==> src/hdl/gtpv_pkg.sv <==
package gtpv_pkg;

    localparam int TABLE_LEN = 24;
    localparam int FRAC_BITS = 14;
    localparam logic [31:0] HALF_TURN = 32'h8000_0000;
    localparam logic [29:0] GAIN_Q30 = 30'd652032874;

    // atan(2^-i) in 32-bit binary angle units
    localparam logic [31:0] ATAN_TAB [TABLE_LEN] = '{
        32'd536870912, 32'd316933406, 32'd167458907, 32'd85004756,
        32'd42667331, 32'd21354465, 32'd10679838, 32'd5340245,
        32'd2670163, 32'd1335087, 32'd667544, 32'd333772,
        32'd166886, 32'd83443, 32'd41722, 32'd20861,
        32'd10430, 32'd5215, 32'd2608, 32'd1304,
        32'd652, 32'd326, 32'd163, 32'd81
    };

endpackage

==> src/hdl/gtpv_cordic_stage.sv <==
// One CORDIC micro-rotation with a register behind it.
// Vectoring drives y toward zero; rotation drives z toward zero.
module gtpv_cordic_stage #(
    parameter int STEP = 0,
    parameter int VW   = 40,
    parameter bit VECTORING = 1'b1,
    parameter int SW   = 21
) (
    input  logic                 i_clk,
    input  logic                 i_rst_n,
    input  logic                 i_valid,
    input  logic signed [VW-1:0] i_x,
    input  logic signed [VW-1:0] i_y,
    input  logic        [31:0]   i_z,
    input  logic        [SW-1:0] i_side,
    output logic                 o_valid,
    output logic signed [VW-1:0] o_x,
    output logic signed [VW-1:0] o_y,
    output logic        [31:0]   o_z,
    output logic        [SW-1:0] o_side
);
    import gtpv_pkg::*;

    logic                 pos;
    logic signed [VW-1:0] sx, sy;

    // pick rotation sense and arithmetic-shift both legs
    always_comb begin
        pos = VECTORING ? !i_y[VW-1] : !i_z[31];
        sx  = i_x >>> STEP;
        sy  = i_y >>> STEP;
    end

    // advance valid every cycle
    always_ff @(posedge i_clk) begin
        if (!i_rst_n) begin
            o_valid <= 1'b0;
        end else begin
            o_valid <= i_valid;
        end
    end

    // hold the rotated vector and angle
    always_ff @(posedge i_clk) begin
        o_side <= i_side;
        if (VECTORING) begin
            o_x <= pos ? i_x + sy : i_x - sy;
            o_y <= pos ? i_y - sx : i_y + sx;
            o_z <= pos ? i_z + ATAN_TAB[STEP] : i_z - ATAN_TAB[STEP];
        end else begin
            o_x <= pos ? i_x - sy : i_x + sy;
            o_y <= pos ? i_y + sx : i_y - sx;
            o_z <= pos ? i_z - ATAN_TAB[STEP] : i_z + ATAN_TAB[STEP];
        end
    end

endmodule

==> config.mk <==
export PLATFORM = sky130hd
export DESIGN_NAME = gtpv_cordic_stage
export DESIGN_NICKNAME = d
export VERILOG_FILES = /design/src/hdl/gtpv_pkg.sv /design/src/hdl/gtpv_cordic_stage.sv
export SDC_FILE = /design/constraint.sdc
export NUM_CORES = 1
export LEC_CHECK = 0
export BUFFER_PORTS_ARGS = -buffer_cell sky130_fd_sc_hd__buf_2
export CAP_MARGIN = 25
export CORE_ASPECT_RATIO = 1.25
export CORE_MARGIN = 3
export CORE_UTILIZATION = 50
export CTS_CLUSTER_DIAMETER = 50
export DETAILED_ROUTE_END_ITERATION = 10
export GPL_TIMING_DRIVEN = 1
export PLACE_DENSITY = 0.76
export SETUP_SLACK_MARGIN = 0.5
export SLEW_MARGIN = 10
export SYNTH_ARGS = -nofsm -noshare
export SYNTH_HDL_FRONTEND = slang
export SYNTH_SLANG_ARGS = --single-unit
==> constraint.sdc <==
create_clock -name i_clk -period 4.83 [get_ports i_clk]
set_clock_uncertainty 0.05 [all_clocks]
set_input_delay 1.2075 -clock i_clk [delete_from_list [all_inputs] [get_ports i_clk]]
set_output_delay 1.2075 -clock i_clk [all_outputs]
set_load 0.05 [all_outputs]
Yosys cells after proc, flatten, opt, wreduce, memory -nomap -nowiden
Index checks and enable logic that the tools add are counted.
Word-level totals
  bits of input ports: 136
  register bits: 134
  output and inout bits: 134
Cells by class
  add/subtract/negate cells: 5
  mux-type cells: 3
Operators with widths (number)
  $mux 40: 2
  $sub 40x40->40: 2
  $add 40x40->40: 1
  $add 32x30->32 const B: 1
  $mux 32: 1
  $sub 32x30->32 const B: 1

Longest topological paths before layout
  depth after elaboration: 2
  gate-level depth with buffers: 13
  mapped depth without buffers: 12

Worst setup path after synthesis
OpenSTA, ideal clock, no wires.
  path kind: input to register
  from: in i_y[0]
  to: reg o_y[36]
  path slack: 1.015 ns
  stages on the path: 12
  data arrival time: 3.674 ns
  path buffers: 0
  cells stage by stage: inv_1 ha_1 fa_1 nand3b_1 a211oi_1 a2111o_1 a21oi_4 o31ai_2 a311oi_4 o21ai_2 mux2_4 a311oi_1
On the way
  word-level cells in the longest chain between the ends: 2
Ends and longest elaborated chain
  start, declared: line gtpv_cordic_stage.sv:13  | input logic signed [VW-1:0] i_y,
  $sub 40x40->40 or $add 40x40->40 (tied branches)
  $mux 40 *: line gtpv_cordic_stage.sv:48  | o_y <= pos ? i_y - sx : i_y + sx;
  end signal, assigned: line gtpv_cordic_stage.sv:48
  end signal, assigned: line gtpv_cordic_stage.sv:52  | o_y <= pos ? i_y + sx : i_y - sx;
  end, declared: line gtpv_cordic_stage.sv:18  | output logic signed [VW-1:0] o_y,
Mark *: on every way between the ends. The rest lies on a longest branch, timed or not.
A chain may end at the register's enable or synchronous reset.

Worst setup path after layout
  from: in i_x[14]
  to: reg o_y[39]
On the way
  word-level cells in the longest chain between the ends: 2
Ends and longest elaborated chain
  start, declared: line gtpv_cordic_stage.sv:12  | input logic signed [VW-1:0] i_x,
  $sub 40x40->40 or $add 40x40->40 (tied branches)
  $mux 40 *: line gtpv_cordic_stage.sv:48
Marks and branches as above.

==> summary.txt <==
Floorplan
  • Row count: 58
  • Die X: 135.8 um
  • Initial Utilization: 51.62%
  • Die Area: 0.02284 mm2
  • Core area: 0.02039 mm2
  • DIE HEIGHT: 168.2 um
  • # IOs: 270

Clock tree
  • Clock sink count: 133
  • Total CTS buffers: 17
  • Post-cts sizing count: 0
  • Htree depth: 4
  • Setup repair bufs after CTS: 0
  • CTS tree: built
  • Hold Buf Count CTS: 0
  • Root Driver: clkbuf_16
  • Max Root-Sink Buffers: 2
  • Reg clk slew, reported paths: 70 ps

Placement
  • Routability congestion estimate: 0.9941
  • Post-Place Cells: 1,845
  • I/O Buffers: 269
  • DP Area: 0.01208 mm2
  • Final HPWL DP: 31.12 mm

Global route
  • First-pass GRT wire length: 59.56 mm
  • Largest net degree at the start of global routing: 107
  • Initial antenna violation count: 0
  • Vias in the first global route: 11,060
  • Total GRT Usage: 33.07%
  • Global route overflow: 0

Job
  • Max_cap viols: 0

Yosys
  • Synth async-reset ratio: 0%
  • Synth cell count leaders: a21oi_1 (168), dfxtp_1 (133), inv_1 (126)
  • Top cell type's share of synthesized area: 25.29%
  • Seq cells post-synth: 133
  • Synth Flop Type: dfxtp_1
  • Synth Cell Area: 0.01053 mm2
  • Distinct cell type count after synthesis: 82
  • Register area share after synthesis: 25.29%
  • Synthesis Warnings: 0
  • Most frequent cell after synthesis: a21oi_1
  • Syn avg cell area: 7.809 um2
  • Post-synth EDFFs: 0
  • Synth area leaders: dfxtp_1 (25%), ha_1 (14%), a21oi_1 (8.0%)
  • Leading area contributor after synthesis: dfxtp_1
  • Post-synthesis net count: 1,605
  • Gate Count Post-Synth: 1,348

Timing
  • Slew headroom: 40.00%
  • RSZ-0062 raised after global routing: false
  • Hold Fails Final Rpt: 0
  • Slew of the pin with the lowest slew margin: 877.3 ps
  • Setup TNS: 0 ps
  • Setup Viol. Count Final: 0
  • Fin crit period: 4196 ps
  • Fmax: 0.2383 GHz
  • Pins Over Slew Limit: 0
  • WHS: 814.6 ps
  • Period utilization: 86.87%

Worst setup path
  • Critical path type: primary input to flip-flop
  • Slowest stage delay, CP: 680 ps
  • WP data arrival: 4520 ps
  • Worst-path maximum fanout: 12
  • Buf/Inv on CP: 2
  • CP cell instances: buf_2, inv_1, ha_1, nor2b_1, nor2_1, o21ai_0, a2111oi_0, o21ai_0, nand3_1, a211oi_1, o31ai_1, xor2_1
  • Worst setup EP type: flip-flop
  • CP top delay family: compound AO/OA/AOI/OAI gates
  • CP Launch Type: primary input
  • Critical Path Most Common Cell: o21ai_0
  • Slowest-stage cell, CP: a2111oi_0
  • CP required: 5150 ps

Drt
  • Remaining antenna violation count: 0
  • DR vias/cell: 6.052
  • Routed wire length: 39.30 mm
  • Initial DRT Pass Iterations: 7
  • WL/cell: 20.91 um
  • # DRC: 0
  • Routed vias: 11,370
  • Iter 0 DRT Violations: 1,374

Finish
  • Final nets: 1,852
  • Final Non-Filler Cells: 1,879
  • Sequential cell area: 0.002663 mm2
  • Post-Layout Inst Area: 0.01272 mm2
  • Area taken by multi-input logic gates: 0.007073 mm2
  • Layout area overhead: 20.80%
  • Filler instances: 1,856
  • Layout cells sized above 1: 22.89%

Power
  • Leakage dissipation: 6.041 nW
  • Maximum vdd ir drop: 0.2778 mV
  • Pwr per Cell Area: 371.8 mW/mm2

Status
  • Status: completed

Worst hold path
  • Worst hold-check path type: primary input to flip-flop
## path summary, 6_finish.rpt
check	from	end	slack (ps)	cells past startpoint
max	i_x[14]	o_y[39]	630	12
min	i_z[0]	o_z[0]	810	1
## power by group
group | total [W] | internal (W) | switching (W)
logic | 0.00203 | 0.000561 | 0.00147
registers | 0.00133 | 0.00128 | 0.0000484
clock network | 0.00137 | 0.000789 | 0.000577
total | 0.00473 | 0.00263 | 0.00210
## layout make-up
| class | instances | area share, % |
|---|---|---|
| diodes | 1 | 0.01968 |
| clock buffers | 18 | 3.454 |
| clock inverters | 14 | 1.309 |
| inverters | 132 | 3.896 |
| multi-input cells | 1019 | 55.62 |
| flip-flops and latches | 133 | 20.94 |
| well taps | 270 | 2.657 |
| repair buffers | 292 | 12.10 |
## stage by stage
step,power (W),worst slack [ps],util [%]
final,0.004728,634.3,62.36
after floorplan,0.002804,1015,-
after CTS,0.004710,724.7,62.21
after global routing,0.004922,510.2,62.35
after global placement,0.003339,374.9,59.24
after detailed placement,0.003346,293.6,59.24
## flip-flops by register name (all words and copies together) (netlist names)
name,count
o_z,32
o_x,40
o_y,39
o_valid,1
o_side,21
## routing by layer
layer	vias up	wire length (um)	track usage, %
met1	5227	14140	37.12
met4	0	2419	18.46
met3	174	3417	5.350
li1	5260	-	-
met5	-	0	0
met2	711	19320	58.86
## cell families (layout without fill, tap and decap cells)
group	Yosys count	in the layout	share of synthesized area, %
xor gates and xnor gates	71	71	5.908
muxes	22	22	2.187
adders and majority gates	121	121	14.67
AOI/OAI and AO/OA	481	481	29.66
and+or+nand+nor	324	324	14.77
other	0	1	0
buffers and inverters	196	456	7.512
DFF	133	133	25.29
## cells in the final DEF, fill, tap and decap left out, types with 18 or more instances in the layout
cell type	count
ha_1	117
o21bai_1	32
buf_2	269
inv_1	126
buf_4	22
nand4_1	23
xnor2_1	63
nor3_1	30
nand3_1	18
nand2_1	74
dfxtp_1	133
a21oi_1	168
nor2_1	109
a21o_1	30
o31ai_1	25
o21ai_0	87
Note: power is estimated with default switching activity, not from simulation.
